## src/rtl/mrfr_pkg.sv

```systemverilog
`default_nettype none
package mrfr_pkg;

   localparam int PEER_SLOTS_DEF   = 64;
   localparam int PAYLOAD_MAX_DEF  = 64;
   localparam int HEADER_BYTES_DEF = 8;
   localparam int QUEUE_DEPTH      = 2;

   typedef enum logic [1:0] {
      OP_FRAME = 2'd0,
      OP_ARM   = 2'd1,
      OP_CLEAR = 2'd2,
      OP_NONE  = 2'd3
   } op_type;

   typedef enum logic [3:0] {
      V_BADLEN   = 4'd0,
      V_NOTADDR  = 4'd1,
      V_NOPEER   = 4'd2,
      V_DUP      = 4'd3,
      V_SINGLE   = 4'd4,
      V_FRAG     = 4'd5,
      V_COMPLETE = 4'd6,
      V_SYNC     = 4'd7,
      V_ERR      = 4'd8,
      V_LOST     = 4'd9,
      V_ACK      = 4'd10,
      V_PENDING  = 4'd11
   } verdict_type;

   typedef enum logic {
      CSR_OWN   = 1'b0,
      CSR_BCAST = 1'b1
   } csr_type;

   typedef enum logic [2:0] {
      ST_IDLE,
      ST_SCAN,
      ST_CLAIM,
      ST_READ,
      ST_WAIT,
      ST_EXEC,
      ST_OUT
   } state_type;

   localparam int FLAG_REQ   = 0;
   localparam int FLAG_RESP  = 1;
   localparam int FLAG_RETX  = 2;

   typedef struct packed {
      logic [1:0]  op;
      logic [7:0]  frame_len;
      logic [15:0] src_addr;
      logic [15:0] dest_addr;
      logic [7:0]  seq_num;
      logic [3:0]  seq_msg;
      logic [2:0]  seq_idx;
      logic        seq_end;
      logic [15:0] remaining_size;
      logic [2:0]  ack_flags;
      logic [7:0]  first_byte;
   } req_type;

   typedef struct packed {
      logic [3:0]  verdict;
      logic        send_ack;
      logic [7:0]  ack_seq;
      logic        ack_matched;
      logic        ack_duplicate;
      logic [5:0]  peer_slot;
      logic [15:0] write_offset;
      logic [15:0] message_size;
      logic [15:0] message_dest;
   } rsp_type;

   // classified item handed from front to back
   typedef struct packed {
      req_type     req;
      logic [3:0]  early;   // verdict if settled by the front
      logic        settled;
      logic        to_me;
   } cls_type;

endpackage
`default_nettype wire

```

## src/rtl/mrfr_if.sv

```systemverilog
`default_nettype none
interface mrfr_req_if;
   logic                 valid;
   logic                 ready;
   mrfr_pkg::req_type    data;
   modport source (output valid, output data, input ready);
   modport sink   (input valid, input data, output ready);
endinterface

interface mrfr_rsp_if;
   logic                 valid;
   logic                 ready;
   mrfr_pkg::rsp_type    data;
   modport source (output valid, output data, input ready);
   modport sink   (input valid, input data, output ready);
endinterface

interface mrfr_csr_if;
   logic        valid;
   logic        ready;
   logic        index;
   logic [15:0] wdata;
   modport source (output valid, output index, output wdata, input ready);
   modport sink   (input valid, input index, input wdata, output ready);
endinterface
`default_nettype wire

```

## src/rtl/mrfr_ram.sv

```systemverilog
`default_nettype none
module mrfr_ram #(
   parameter int WIDTH = 8,
   parameter int DEPTH = 64
) (
   input  wire logic                     clock,
   input  wire logic                     wr_en,
   input  wire logic [$clog2(DEPTH)-1:0] wr_addr,
   input  wire logic [WIDTH-1:0]         wr_data,
   input  wire logic [$clog2(DEPTH)-1:0] rd_addr,
   output      logic [WIDTH-1:0]         rd_data
);
   logic [WIDTH-1:0] mem [DEPTH];

   always_ff @(posedge clock) begin
      if (wr_en) begin
         mem[wr_addr] <= wr_data;
      end
      rd_data <= mem[rd_addr];
   end
endmodule
`default_nettype wire

```

## src/rtl/mrfr_front.sv

```systemverilog
`default_nettype none
module mrfr_front #(
   parameter int PAYLOAD_MAX  = mrfr_pkg::PAYLOAD_MAX_DEF,
   parameter int HEADER_BYTES = mrfr_pkg::HEADER_BYTES_DEF
) (
   input  wire logic           [15:0] own_address,
   input  wire logic           [15:0] broadcast_address,
   mrfr_req_if.sink            req,
   output      logic           q_push,
   output      mrfr_pkg::cls_type q_data,
   input  wire logic           q_full
);
   logic [15:0] pay;
   logic [15:0] need_len;
   logic        to_me;

   assign req.ready = !q_full;
   assign q_push    = req.valid && !q_full;

   always_comb begin
      pay      = (req.data.remaining_size < 16'(PAYLOAD_MAX)) ?
                 req.data.remaining_size : 16'(PAYLOAD_MAX);
      need_len = pay + 16'(HEADER_BYTES);
      to_me    = (req.data.dest_addr == own_address);
      q_data.req     = req.data;
      q_data.to_me   = to_me;
      q_data.settled = 1'b1;
      q_data.early   = mrfr_pkg::V_PENDING;
      if (req.data.op == mrfr_pkg::OP_FRAME) begin
         if ({8'd0, req.data.frame_len} != need_len) begin
            q_data.early = mrfr_pkg::V_BADLEN;
         end else if (req.data.dest_addr != broadcast_address && !to_me) begin
            q_data.early = mrfr_pkg::V_NOTADDR;
         end else if (req.data.src_addr == 16'd0) begin
            q_data.early = mrfr_pkg::V_NOPEER;
         end else begin
            // answer used when the peer table has no room
            q_data.early   = mrfr_pkg::V_NOPEER;
            q_data.settled = 1'b0;
         end
      end
   end
endmodule
`default_nettype wire

```

## src/rtl/mrfr_queue.sv

```systemverilog
`default_nettype none
module mrfr_queue (
   input  wire logic              clock,
   input  wire logic              reset,
   input  wire logic              push,
   input  wire mrfr_pkg::cls_type push_data,
   output      logic              full,
   input  wire logic              pop,
   output      logic              empty,
   output      mrfr_pkg::cls_type pop_data
);
   localparam int AW = $clog2(mrfr_pkg::QUEUE_DEPTH);
   mrfr_pkg::cls_type    buf_ff [mrfr_pkg::QUEUE_DEPTH];
   logic [AW-1:0]        wp_ff, wp_in, rp_ff, rp_in;
   logic [AW:0]          cnt_ff, cnt_in;

   assign full     = (cnt_ff == (AW+1)'(mrfr_pkg::QUEUE_DEPTH));
   assign empty    = (cnt_ff == '0);
   assign pop_data = buf_ff[rp_ff];

   always_comb begin
      wp_in  = push ? wp_ff + 1'b1 : wp_ff;
      rp_in  = pop  ? rp_ff + 1'b1 : rp_ff;
      cnt_in = cnt_ff + (AW+1)'(push) - (AW+1)'(pop);
   end

   always_ff @(posedge clock) begin
      if (reset) begin
         wp_ff  <= '0;
         rp_ff  <= '0;
         cnt_ff <= '0;
      end else begin
         wp_ff  <= wp_in;
         rp_ff  <= rp_in;
         cnt_ff <= cnt_in;
      end
      if (push) begin
         buf_ff[wp_ff] <= push_data;
      end
   end
endmodule
`default_nettype wire

```

## src/rtl/mrfr_back.sv

```systemverilog
`default_nettype none
module mrfr_back #(
   parameter int PEER_SLOTS = mrfr_pkg::PEER_SLOTS_DEF
) (
   input  wire logic              clock,
   input  wire logic              reset,
   input  wire logic              q_empty,
   input  wire mrfr_pkg::cls_type q_data,
   output      logic              q_pop,
   mrfr_rsp_if.source             rsp
);
   localparam int SW = (PEER_SLOTS > 1) ? $clog2(PEER_SLOTS) : 1;
   localparam int DW = 16 + 16 + 4 + 3;
   localparam int EW = 16 + 8;

   mrfr_pkg::state_type state_ff, state_in;
   logic [SW:0]        scan_ff, scan_in;
   logic [SW-1:0]      slot_ff, slot_in;
   logic               found_ff, found_in, hasfree_ff, hasfree_in;
   logic [SW-1:0]      free_ff, free_in;
   logic [SW-1:0]      chk_ff, chk_in;
   logic               chkv_ff, chkv_in;
   mrfr_pkg::rsp_type  out_ff, out_in;

   logic [PEER_SLOTS-1:0] pval_ff;
   logic [PEER_SLOTS-1:0] popen_ff;

   logic               pv_ff, pa_ff;
   logic [7:0]         ps_ff;
   logic [15:0]        pd_ff;

   logic               pw_en;
   logic [DW-1:0]      pw_data, pr_data;
   logic [15:0]        rd_dest, rd_total;
   logic [3:0]         rd_msg;
   logic [2:0]         rd_nidx;

   logic               pe_wr;
   logic [EW-1:0]      pe_wdata, pe_rdata;
   logic [SW-1:0]      pe_raddr;
   logic [15:0]        pe_addr;
   logic [7:0]         pe_seq;

   mrfr_pkg::req_type  r;
   logic [SW-1:0]      scan_idx;

   // execute results
   mrfr_pkg::rsp_type  ex;
   logic               ex_seq_wr, ex_open_set, ex_open_clr, ex_acked;
   logic [2:0]         nx;

   assign r        = q_data.req;
   assign scan_idx = scan_ff[SW-1:0];
   assign {rd_dest, rd_total, rd_msg, rd_nidx} = pr_data;
   assign {pe_addr, pe_seq} = pe_rdata;

   assign pe_raddr = (state_ff == mrfr_pkg::ST_SCAN) ? scan_idx : slot_ff;
   assign pe_wr    = (state_ff == mrfr_pkg::ST_CLAIM) ||
                     (state_ff == mrfr_pkg::ST_EXEC && ex_seq_wr);
   assign pe_wdata = (state_ff == mrfr_pkg::ST_CLAIM) ? {r.src_addr, 8'd0} :
                     {r.src_addr, r.seq_num};

   mrfr_ram #(.WIDTH(EW), .DEPTH(PEER_SLOTS)) u_peer (
      .clock   (clock),
      .wr_en   (pe_wr),
      .wr_addr (slot_ff),
      .wr_data (pe_wdata),
      .rd_addr (pe_raddr),
      .rd_data (pe_rdata)
   );

   mrfr_ram #(.WIDTH(DW), .DEPTH(PEER_SLOTS)) u_part (
      .clock   (clock),
      .wr_en   (pw_en),
      .wr_addr (slot_ff),
      .wr_data (pw_data),
      .rd_addr (slot_ff),
      .rd_data (pr_data)
   );

   always_comb begin
      state_in = state_ff;
      unique case (state_ff)
         mrfr_pkg::ST_IDLE:  if (!q_empty) begin
            state_in = q_data.settled ? mrfr_pkg::ST_OUT : mrfr_pkg::ST_SCAN;
         end
         mrfr_pkg::ST_SCAN:  if (found_ff) begin
            state_in = mrfr_pkg::ST_READ;
         end else if (scan_ff == (SW+1)'(PEER_SLOTS) && !chkv_ff) begin
            state_in = hasfree_ff ? mrfr_pkg::ST_CLAIM : mrfr_pkg::ST_OUT;
         end
         mrfr_pkg::ST_CLAIM: state_in = mrfr_pkg::ST_READ;
         mrfr_pkg::ST_READ:  state_in = mrfr_pkg::ST_WAIT;
         mrfr_pkg::ST_WAIT:  state_in = mrfr_pkg::ST_EXEC;
         mrfr_pkg::ST_EXEC:  state_in = mrfr_pkg::ST_OUT;
         mrfr_pkg::ST_OUT:   if (rsp.ready) begin
            state_in = mrfr_pkg::ST_IDLE;
         end
         default:            state_in = mrfr_pkg::ST_IDLE;
      endcase
   end

   always_comb begin
      ex          = '0;
      ex_seq_wr   = 1'b0;
      ex_open_set = 1'b0;
      ex_open_clr = 1'b0;
      ex_acked    = 1'b0;
      nx          = rd_nidx + 3'd1;
      if (nx == 3'd0) begin
         nx = 3'd1;
      end
      ex.peer_slot = 6'(slot_ff);
      if (q_data.to_me && r.ack_flags[mrfr_pkg::FLAG_REQ]) begin
         ex.send_ack = 1'b1;
         ex.ack_seq  = r.seq_num;
      end
      if (q_data.to_me && r.ack_flags[mrfr_pkg::FLAG_RESP]) begin
         ex.verdict = mrfr_pkg::V_ACK;
         if (pv_ff && r.first_byte == ps_ff && (pd_ff == 16'd0 || r.src_addr == pd_ff)) begin
            if (!pa_ff) begin
               ex_acked       = 1'b1;
               ex.ack_matched = 1'b1;
            end else begin
               ex.ack_duplicate = 1'b1;
            end
         end
      end else if (r.ack_flags[mrfr_pkg::FLAG_RETX] && pe_seq == r.seq_num) begin
         ex.verdict = mrfr_pkg::V_DUP;
      end else begin
         ex_seq_wr = 1'b1;
         if (r.seq_msg == 4'd0) begin
            ex.verdict      = mrfr_pkg::V_SINGLE;
            ex.message_size = r.remaining_size;
            ex.message_dest = r.dest_addr;
         end else if (!popen_ff[slot_ff]) begin
            if (r.seq_idx != 3'd0) begin
               ex.verdict = mrfr_pkg::V_SYNC;
            end else if (r.seq_end) begin
               ex.verdict      = mrfr_pkg::V_COMPLETE;
               ex.message_size = r.remaining_size;
               ex.message_dest = r.dest_addr;
            end else begin
               ex.verdict  = mrfr_pkg::V_FRAG;
               ex_open_set = 1'b1;
            end
         end else if (r.remaining_size >= rd_total || r.seq_msg != rd_msg ||
                      r.dest_addr != rd_dest) begin
            ex.verdict  = mrfr_pkg::V_ERR;
            ex_open_clr = 1'b1;
         end else if (r.seq_idx != nx) begin
            ex.verdict  = mrfr_pkg::V_LOST;
            ex_open_clr = 1'b1;
         end else begin
            ex.write_offset = rd_total - r.remaining_size;
            if (r.seq_end) begin
               ex.verdict      = mrfr_pkg::V_COMPLETE;
               ex.message_size = rd_total;
               ex.message_dest = rd_dest;
               ex_open_clr     = 1'b1;
            end else begin
               ex.verdict = mrfr_pkg::V_FRAG;
            end
         end
      end
   end

   always_comb begin
      scan_in    = scan_ff;
      slot_in    = slot_ff;
      found_in   = found_ff;
      hasfree_in = hasfree_ff;
      free_in    = free_ff;
      chk_in     = chk_ff;
      chkv_in    = 1'b0;
      out_in     = out_ff;
      pw_en      = 1'b0;
      pw_data    = {r.dest_addr, r.remaining_size, r.seq_msg, 3'd0};
      q_pop      = 1'b0;
      unique case (state_ff)
         mrfr_pkg::ST_IDLE: begin
            scan_in    = '0;
            found_in   = 1'b0;
            hasfree_in = 1'b0;
            out_in         = '0;
            out_in.verdict = q_data.early;
         end
         mrfr_pkg::ST_SCAN: begin
            // address issued this cycle, entry checked in the cycle after
            chk_in = scan_idx;
            if (!found_ff && scan_ff != (SW+1)'(PEER_SLOTS)) begin
               chkv_in = 1'b1;
               scan_in = scan_ff + 1'b1;
            end
            if (chkv_ff && !found_ff) begin
               if (pval_ff[chk_ff] && pe_addr == r.src_addr) begin
                  found_in = 1'b1;
                  slot_in  = chk_ff;
               end else if (!hasfree_ff && !pval_ff[chk_ff]) begin
                  hasfree_in = 1'b1;
                  free_in    = chk_ff;
               end
            end
            if (scan_ff == (SW+1)'(PEER_SLOTS) && !chkv_ff && !found_ff) begin
               slot_in = free_ff;
            end
         end
         mrfr_pkg::ST_EXEC: begin
            out_in = ex;
            if (ex_open_set) begin
               pw_en = 1'b1;
            end else if (!ex_open_clr && ex.verdict == mrfr_pkg::V_FRAG) begin
               pw_en   = 1'b1;
               pw_data = {rd_dest, rd_total, rd_msg, nx};
            end
         end
         mrfr_pkg::ST_OUT: begin
            q_pop = rsp.ready;
         end
         default: ;
      endcase
   end

   assign rsp.valid = (state_ff == mrfr_pkg::ST_OUT);
   assign rsp.data  = out_ff;

   always_ff @(posedge clock) begin
      if (reset) begin
         state_ff   <= mrfr_pkg::ST_IDLE;
         pval_ff    <= '0;
         popen_ff   <= '0;
         pv_ff      <= 1'b0;
         pa_ff      <= 1'b0;
         ps_ff      <= '0;
         pd_ff      <= '0;
      end else begin
         state_ff <= state_in;
         if (state_ff == mrfr_pkg::ST_IDLE && !q_empty) begin
            if (r.op == mrfr_pkg::OP_ARM) begin
               pv_ff <= 1'b1;
               ps_ff <= r.seq_num;
               pd_ff <= r.dest_addr;
               pa_ff <= 1'b0;
            end else if (r.op == mrfr_pkg::OP_CLEAR) begin
               pv_ff <= 1'b0;
               pa_ff <= 1'b0;
            end
         end
         if (state_ff == mrfr_pkg::ST_CLAIM) begin
            pval_ff[slot_ff]  <= 1'b1;
            popen_ff[slot_ff] <= 1'b0;
         end
         if (state_ff == mrfr_pkg::ST_EXEC) begin
            if (ex_open_set) begin
               popen_ff[slot_ff] <= 1'b1;
            end
            if (ex_open_clr) begin
               popen_ff[slot_ff] <= 1'b0;
            end
            if (ex_acked) begin
               pa_ff <= 1'b1;
            end
         end
      end
      scan_ff    <= scan_in;
      slot_ff    <= slot_in;
      found_ff   <= found_in;
      hasfree_ff <= hasfree_in;
      free_ff    <= free_in;
      chk_ff     <= chk_in;
      chkv_ff    <= chkv_in;
      out_ff     <= out_in;
   end
endmodule
`default_nettype wire

```

## src/rtl/mac_rx_filter_reassembly.sv

```systemverilog
`default_nettype none
// Receive MAC header engine. Each item takes one response. Op items and frames
// that fail the header checks (length, address, zero sender) settle in the
// front and go from the idle state straight to the output state, skipping the
// peer table. A frame that reaches the peer table is scanned one slot a cycle
// through a registered read; the longest case is a new peer that is placed in a
// free slot through the claim state. The front queue holds two items while the
// back end works. Configuration writes are taken at any time; change them only
// while no item is in flight.
module mac_rx_filter_reassembly #(
   parameter int PEER_SLOTS   = mrfr_pkg::PEER_SLOTS_DEF,
   parameter int PAYLOAD_MAX  = mrfr_pkg::PAYLOAD_MAX_DEF,
   parameter int HEADER_BYTES = mrfr_pkg::HEADER_BYTES_DEF
) (
   input wire logic   clock,
   input wire logic   reset,
   mrfr_req_if.sink   req,
   mrfr_rsp_if.source rsp,
   mrfr_csr_if.sink   csr
);
   logic [15:0]       own_ff, bcast_ff;
   logic              q_push, q_full, q_pop, q_empty;
   mrfr_pkg::cls_type q_in, q_out;

   assign csr.ready = 1'b1;

   always_ff @(posedge clock) begin
      if (reset) begin
         own_ff   <= 16'd0;
         bcast_ff <= 16'hFFFF;
      end else if (csr.valid) begin
         case (csr.index)
            mrfr_pkg::CSR_OWN:   own_ff   <= csr.wdata;
            mrfr_pkg::CSR_BCAST: bcast_ff <= csr.wdata;
            default: ;
         endcase
      end
   end

   mrfr_front #(.PAYLOAD_MAX(PAYLOAD_MAX), .HEADER_BYTES(HEADER_BYTES)) u_front (
      .own_address       (own_ff),
      .broadcast_address (bcast_ff),
      .req               (req),
      .q_push            (q_push),
      .q_data            (q_in),
      .q_full            (q_full)
   );

   mrfr_queue u_queue (
      .clock     (clock),
      .reset     (reset),
      .push      (q_push),
      .push_data (q_in),
      .full      (q_full),
      .pop       (q_pop),
      .empty     (q_empty),
      .pop_data  (q_out)
   );

   mrfr_back #(.PEER_SLOTS(PEER_SLOTS)) u_back (
      .clock   (clock),
      .reset   (reset),
      .q_empty (q_empty),
      .q_data  (q_out),
      .q_pop   (q_pop),
      .rsp     (rsp)
   );
endmodule
`default_nettype wire

```

## src/flat_wrapper.sv

```systemverilog
// flat-port wrapper written by rule: the top's interface ports become plain ports
module mac_rx_filter_reassembly_flat 
#(
   parameter int PEER_SLOTS   = mrfr_pkg::PEER_SLOTS_DEF,
   parameter int PAYLOAD_MAX  = mrfr_pkg::PAYLOAD_MAX_DEF,
   parameter int HEADER_BYTES = mrfr_pkg::HEADER_BYTES_DEF
)
  (clock, reset, req_valid, req_data, req_ready, rsp_valid, rsp_data, rsp_ready, csr_valid, csr_index, csr_wdata, csr_ready);
  mrfr_req_if req_i ();
  mrfr_rsp_if rsp_i ();
  mrfr_csr_if csr_i ();
  input wire logic clock;
  input wire logic reset;
  input wire logic [$bits(req_i.valid)-1:0] req_valid;
  input wire logic [$bits(req_i.data)-1:0] req_data;
  output wire logic [$bits(req_i.ready)-1:0] req_ready;
  output wire logic [$bits(rsp_i.valid)-1:0] rsp_valid;
  output wire logic [$bits(rsp_i.data)-1:0] rsp_data;
  input wire logic [$bits(rsp_i.ready)-1:0] rsp_ready;
  input wire logic [$bits(csr_i.valid)-1:0] csr_valid;
  input wire logic [$bits(csr_i.index)-1:0] csr_index;
  input wire logic [$bits(csr_i.wdata)-1:0] csr_wdata;
  output wire logic [$bits(csr_i.ready)-1:0] csr_ready;
  assign req_i.valid = req_valid;
  assign req_i.data = req_data;
  assign req_ready = req_i.ready;
  assign rsp_valid = rsp_i.valid;
  assign rsp_data = rsp_i.data;
  assign rsp_i.ready = rsp_ready;
  assign csr_i.valid = csr_valid;
  assign csr_i.index = csr_index;
  assign csr_i.wdata = csr_wdata;
  assign csr_ready = csr_i.ready;
  mac_rx_filter_reassembly #(.PEER_SLOTS(PEER_SLOTS), .PAYLOAD_MAX(PAYLOAD_MAX), .HEADER_BYTES(HEADER_BYTES)) u_core (.clock(clock), .reset(reset), .req(req_i), .rsp(rsp_i), .csr(csr_i));
endmodule
```

## config.mk

```make
export PLATFORM = sky130hd
export DESIGN_NAME = mac_rx_filter_reassembly_flat
export DESIGN_NICKNAME = d
export VERILOG_FILES = /design/src/rtl/mrfr_pkg.sv /design/src/rtl/mrfr_if.sv /design/src/rtl/mrfr_ram.sv /design/src/rtl/mrfr_front.sv /design/src/rtl/mrfr_queue.sv /design/src/rtl/mrfr_back.sv /design/src/rtl/mac_rx_filter_reassembly.sv /design/src/flat_wrapper.sv
export SDC_FILE = /design/constraint.sdc
export NUM_CORES = 2
export LEC_CHECK = 0
export ABC_AREA = 0
export BUFFER_PORTS_ARGS = -buffer_cell sky130_fd_sc_hd__buf_2
export CORE_MARGIN = 2
export CORE_UTILIZATION = 55
export CTS_CLUSTER_SIZE = 12
export DETAILED_ROUTE_END_ITERATION = 16
export PLACE_DENSITY = 0.71
export RECOVER_POWER = 25
export SLEW_MARGIN = 20
export SYNTH_ARGS = -nofsm -noshare
export SYNTH_HDL_FRONTEND = slang
export SYNTH_MEMORY_MAX_BITS = 65536
export SYNTH_SLANG_ARGS = --single-unit
```

## constraint.sdc

```tcl
create_clock -name clock -period 10.7 [get_ports clock]
set_clock_uncertainty 0.15 [all_clocks]
set_input_delay 0.535 -clock clock [delete_from_list [all_inputs] [get_ports clock]]
set_output_delay 0.535 -clock clock [all_outputs]
set_load 0.01 [all_outputs]
```

---- After elaboration in Yosys (flattened, before gate mapping) ----
Memory sizes are Yosys's and may differ from the RTL's. A register that Yosys moved wholly into a read port is not among the register bits.
Index checks and enable logic that the tools add are counted.
operators by class
  equal/unequal tests ..................... 30
  muxes and demuxes ....................... 107
  add/sub/neg operators ................... 8
  order comparisons ....................... 5
  bitwise logic cells ..................... 7
  reductions and logical operators ........ 52
operator list
  kind                                                  count
  2-to-1 mux 64 bit                                     7
  2-to-1 mux 48 bit                                     4
  2-to-1 mux 32 bit                                     5
  case mux 69 bit (2 select lines)                      1
  bitwise AND 64 bit                                    2
  OR 64 bit                                             2
  2-to-1 mux 39 bit                                     3
  inverter 64 bit                                       1
  2-to-1 mux 1 bit                                      50
  == test 16 bit                                        3
  2-to-1 mux 16 bit                                     3
  logical NOT 16 bit                                    2
  inequality test 16 bit                                2
  2-to-1 mux 4 bit                                      7
  2-to-1 mux 6 bit                                      4
  2-to-1 mux 3 bit                                      7
  case mux 3 bit (7 select lines)                       1
  logical AND 1 bit                                     17
  adder 16 x 4 -> 16 bit (second input constant)        1
  == test 8 bit                                         2
  >= comparator 16 bit                                  1
  < comparator 16 x 7 -> 1 bit (second input constant)  1
  inequality test 8 x 16 -> 1 bit                       1
  subtractor 16 bit                                     1
  40 further kinds                                      81
word-level totals
  memories kept ........................... 3
  input port bits ......................... 107
  RAM bits ................................ 4214
  word-level logic and storage cells ...... 240
  output and inout port bits .............. 72
  register bits ........................... 290
memory list
  memory                    depth  width  rd ports  clocked after Yosys merged registers in  write ports  RTL line          text
  u_core.u_back.u_part.mem  64     39     1         1                                        1            mrfr_ram.sv:13    logic [WIDTH-1:0] mem [DEPTH];
  u_core.u_back.u_peer.mem  64     24     1         1                                        1            mrfr_ram.sv:13
  u_core.u_queue.buf_ff     2      91     1         1                                        1            mrfr_queue.sv:13  mrfr_pkg::cls_type buf_ff [mrfr_pkg::QUEUE_DEPTH];

---- Logic depth before layout (Yosys ltp) ----
  depth in word-level cells ............... 17
  gate-level depth with buffers ........... 18
  gate-level depth less buffers ........... 11

---- Hierarchy ----
From an unflattened synthesis, not the netlist that was laid out.
unflattened totals
  cells, all modules ...................... 8639
  area total of the unflattened synthesis .. 177726.7 um2
modules (own cells, without submodules)
  module                            area an instance (um2)  cells an instance  times used  seq. area each (um2)
  mrfr_ram at u_core.u_back.u_part  95683.0                 4130               1           75732.6
  mrfr_ram at u_core.u_back.u_peer  59295.6                 2610               1           46604.7
  mrfr_back                         12816.0                 1288               1           6045.8
  mrfr_queue                        7235.7                  304                1           5565.3
  mrfr_front                        1363.8                  178                1           0.0
  mac_rx_filter_reassembly          1332.5                  129                1           640.6

---- Worst setup path before layout ----
OpenSTA, ideal clock, no wires.
  path type ............................... register -> register
  from .................................... register with a tool-made name
  to ...................................... memory u_core.u_back.u_part.mem[0][2] (netlist bit), data pin
  cell stages (with the launch flop) ...... 15
  data arrival time ....................... 6.910 ns
  setup slack ............................. 2.776 ns
  cells stage by stage .................... dfxtp_1 buf_6 buf_4 buf_2 buf_2 buf_1 mux2_2 ha_1 fa_1 nor2b_1 o2111ai_1 a21oi_1 o31a_1 nand4_2 nor4_1
RTL lines
  what              RTL line
  end: declaration  mrfr_ram.sv:13

==> flow_summary.toml <==
[timing]
final_period_minus_worst_setup_slack_ns = 8.132
final.setup.worst_slack_ns = 2.568
fraction_of_the_cycle_the_final_worst_path_needs_pct = 76.00
slew_viol_final = 2175
tns_ns = 0
rsz0062_at_grt = "false"
timing_hold_violations_final = 0
setup_viol_count_final = 0
fmax_ghz = 0.1230
slew-limit-headroom_pct = -251.3
tightestPinTransition_ns = 5.269

[clock_network]
cts_made_buffers = 444
clk_transition_reported_paths_ns = 0.07
worst_skew_pair.late_latency_ns = 0.97
tritoncts = "built"
cts.root.buffer_cell = "sky130_fd_sc_hd__clkbuf_16"
cts_max_level = 5
clock_sinks = 4550
clock_path_buffers = 4

[min_path]
timing.hold.worst.class = "primary input to flip-flop"
min-delay-start = "req_data[82]"

[setup_path]
crit_slowest_cell = "sky130_fd_sc_hd__clkbuf_1"
critical-path-max-stage-delay_ns = 2.06
crit_family = "buffers and inverters"
criticalPathCategory = "flip-flop to flip-flop"
worstPathArrival_ns = 8.56
cp_common_cell = "sky130_fd_sc_hd__buf_4"
crit_start_category = "flip-flop"
worst-endpoint-required_ns = 11.13
crit_path_end_kind = "flip-flop"
critPathBufInv = 5
path_max_fanout = 65
timing.critical_path.cells = "mux2i_1, inv_1, clkbuf_1, xnor2_1, nand4_1, nor4_2, nand4_2, o31a_2, buf_4, buf_4, nor3_4, buf_4"

[routing]
ant_nets = 0
dr.pass1.iters = 8
average_wire_per_standard_cell_um = 30.41
routed_wl_um = 483400
first_iter_violations = 15280
via_total_after_detailed_routing = 105000
viasPerCell = 6.607
drc = 0

[global_routing]
maximum_number_of_pins_on_one_net_before_global_route_repair = 164
grt_antenna_before_repair = 8
first_global_vias = 100600
met2_usage_pct = 47.51
grtUsageMet3_pct = 4.541
grt_first_pass_wirelength_um = 694000
global_route_hottest_layer = "met2"
groute.layer.met1.usage_pct = 39.30
gr-total-overflow = 0
grt_usage_pct = 29.82

[status]
status = "complete, but fails checks"
violations = "max-capacitance violations, max-slew violations"

[placement]
port_buffers = 177
setup_slack_after_placement_ns = 4.270
place.gp.congestion = 0.8751
dpl-instance-area_mm2 = 0.1794
post-dp-hpwl_um = 270400
placedCellCount = 15050

[floorplan]
fp-row-count = 205
dieArea_mm2 = 0.3181
die_w_um = 564.0
core_area_mm2 = 0.3119
boundaryPins = 179
initial_utilization_pct = 55.31
dieHeight_um = 564.0

[cells_and_area]
drive_above_1_share_pct = 9.315
layout.cells.most_common_list = "sky130_fd_sc_hd__edfxtp_1, sky130_fd_sc_hd__nand2_1, sky130_fd_sc_hd__a22oi_1"
fillerInstances = 21880
post-route-cell-area_mm2 = 0.1931
area_growth_syn_to_layout_pct = 11.93
multi_input_area_mm2 = 0.03603
fin_cells = 15900
most_common_cell_after_layout_fill_and_taps_aside = "sky130_fd_sc_hd__edfxtp_1"
final-seq-area_mm2 = 0.1340
finish.net_count = 11600

[yosys]
synth.ff_latch_count = 4550
async_reset_ff_share_pct = 0
yosysWarnings = 0
syn_area_mm2 = 0.1725
ys.flop_type = "sky130_fd_sc_hd__edfxtp_1"
synth_edf_count = 4292
yosys.cell_types.count = 74
synth_nets = 11290
post_synth.cell_area_avg_um2 = 15.47
yosysSeqAreaShare_pct = 77.71
syn_inst = 11150

[power]
power.static_leakage_nw = 62.78
ir_drop_mv = 0.1671
power_density_mw_per_mm2 = 207.4
finalPower_mw = 40.05

[job]
maxCapViolations = 35
==> Yosys cell counts, drive strengths merged (75+ instances only) <==
master | count | area share (%)
inv | 131 | 0.29
buf | 236 | 0.66
nand4 | 83 | 0.31
a22oi | 825 | 3.6
nand2 | 1687 | 3.7
o221ai | 75 | 0.38
nor2 | 250 | 0.54
nand3 | 548 | 1.6
a31oi | 298 | 1.1
xnor2 | 81 | 0.41
and3 | 128 | 0.46
a22o | 225 | 1.1
mux2i | 247 | 1.4
dfxtp | 258 | 3.0
o22ai | 122 | 0.44
nor3 | 87 | 0.43
clkbuf | 513 | 1.1
a21oi | 314 | 0.91
edfxtp | 4292 | 75
a221oi | 274 | 1.4
==> layer usage <==
layer / wire length, µm / vias up
met3: 47220 / 1223
met1: 173400 / 52610
li1: - / 44360
met2: 230500 / 6846
met5: 13 / -
met4: 32290 / 2
==> path summary, 6_finish.rpt <==
| path | slack [ns] | cells past startpoint | to |
|---|---|---|---|
| min reg2reg | 0.30 | 2 | u_core.u_back.popen_ff[34] |
| max | 2.57 | 12 | u_core.u_back.u_part.mem[16][13] |
| min | 0.14 | 4 | u_core.u_queue.buf_ff[0][2] |
| max reg2reg | 2.57 | 12 | u_core.u_back.u_part.mem[16][13] |
==> power by group <==
part	leakage [nW]	internal, mW	switching [mW]	total, mW
Clock	6.18	7.91	6.26	14.2
Combinational	15.5	1.20	3.72	4.92
Sequential	41.1	20.7	0.258	21.0
Total	62.8	29.8	10.2	40.1
==> through the flow <==
step                      util (%)  hold WS [ns]
after floorplan                  -        0.2706
after global placement       57.50        0.2912
after detailed placement     57.51        0.2913
after CTS                    61.99       0.08608
after global routing         61.90        0.1562
final                        61.91        0.1411
==> worst reg2reg max path, delay by kind of cell (launching register included) <==
family | cells | cell delay [ns]
compound gates | 1 | 0.47
buf+inv | 5 | 3.82
simple gates | 4 | 1.35
xor+xnor | 1 | 0.32
mux | 1 | 0.27
flops | 1 | 1.37
==> area by class of cell <==
type	count	area share, %
Inverter	131	0.2592
Clock inverter	71	0.3110
Antenna cell	12	0.01555
Tap cell	4140	2.683
Clock buffer	650	6.322
Timing Repair Buffer	620	2.329
Multi-Input combinational cell	5723	18.66
Sequential cell	4550	69.42
==> registers in the layout, indices dropped and copies added, names as in the netlist, 7 cells and up, named ones only <==
name                          flops
u_core.u_back.u_part.mem       2496
u_core.u_back.u_peer.mem       1536
u_core.u_queue.buf_ff           164
u_core.u_back.rsp.data           69
u_core.u_back.popen_ff           64
u_core.u_back.pval_ff            64
u_core.u_back.u_part.rd_data     39
u_core.u_back.u_peer.rd_data     24
u_core.bcast_ff                  16
u_core.own_ff                    16
u_core.u_back.pd_ff              16
u_core.u_back.ps_ff               8
u_core.u_back.scan_ff             7
==> cell families (layout without fill, tap and decap cells) <==
group	count (synthesis)	in the layout	share of synthesized area (%)
compound gates	2352	2352	9.981
xor+xnor	128	128	0.6499
fa+ha+maj	26	26	0.1929
buf+inv	880	1472	2.059
flops	4550	4550	77.71
mux	290	290	1.851
other cells	1	13	0.002174
simple gates	2926	2926	7.556
==> repair_timing <==
action,4_1_cts,5_1_grt
resized for setup,0,0
hold buffers,117,0
endpoints found under the hold margin,218,0
buffers inserted,0,0
setup endpoints to repair,0,0
Power figures use the tool's default switching activity.
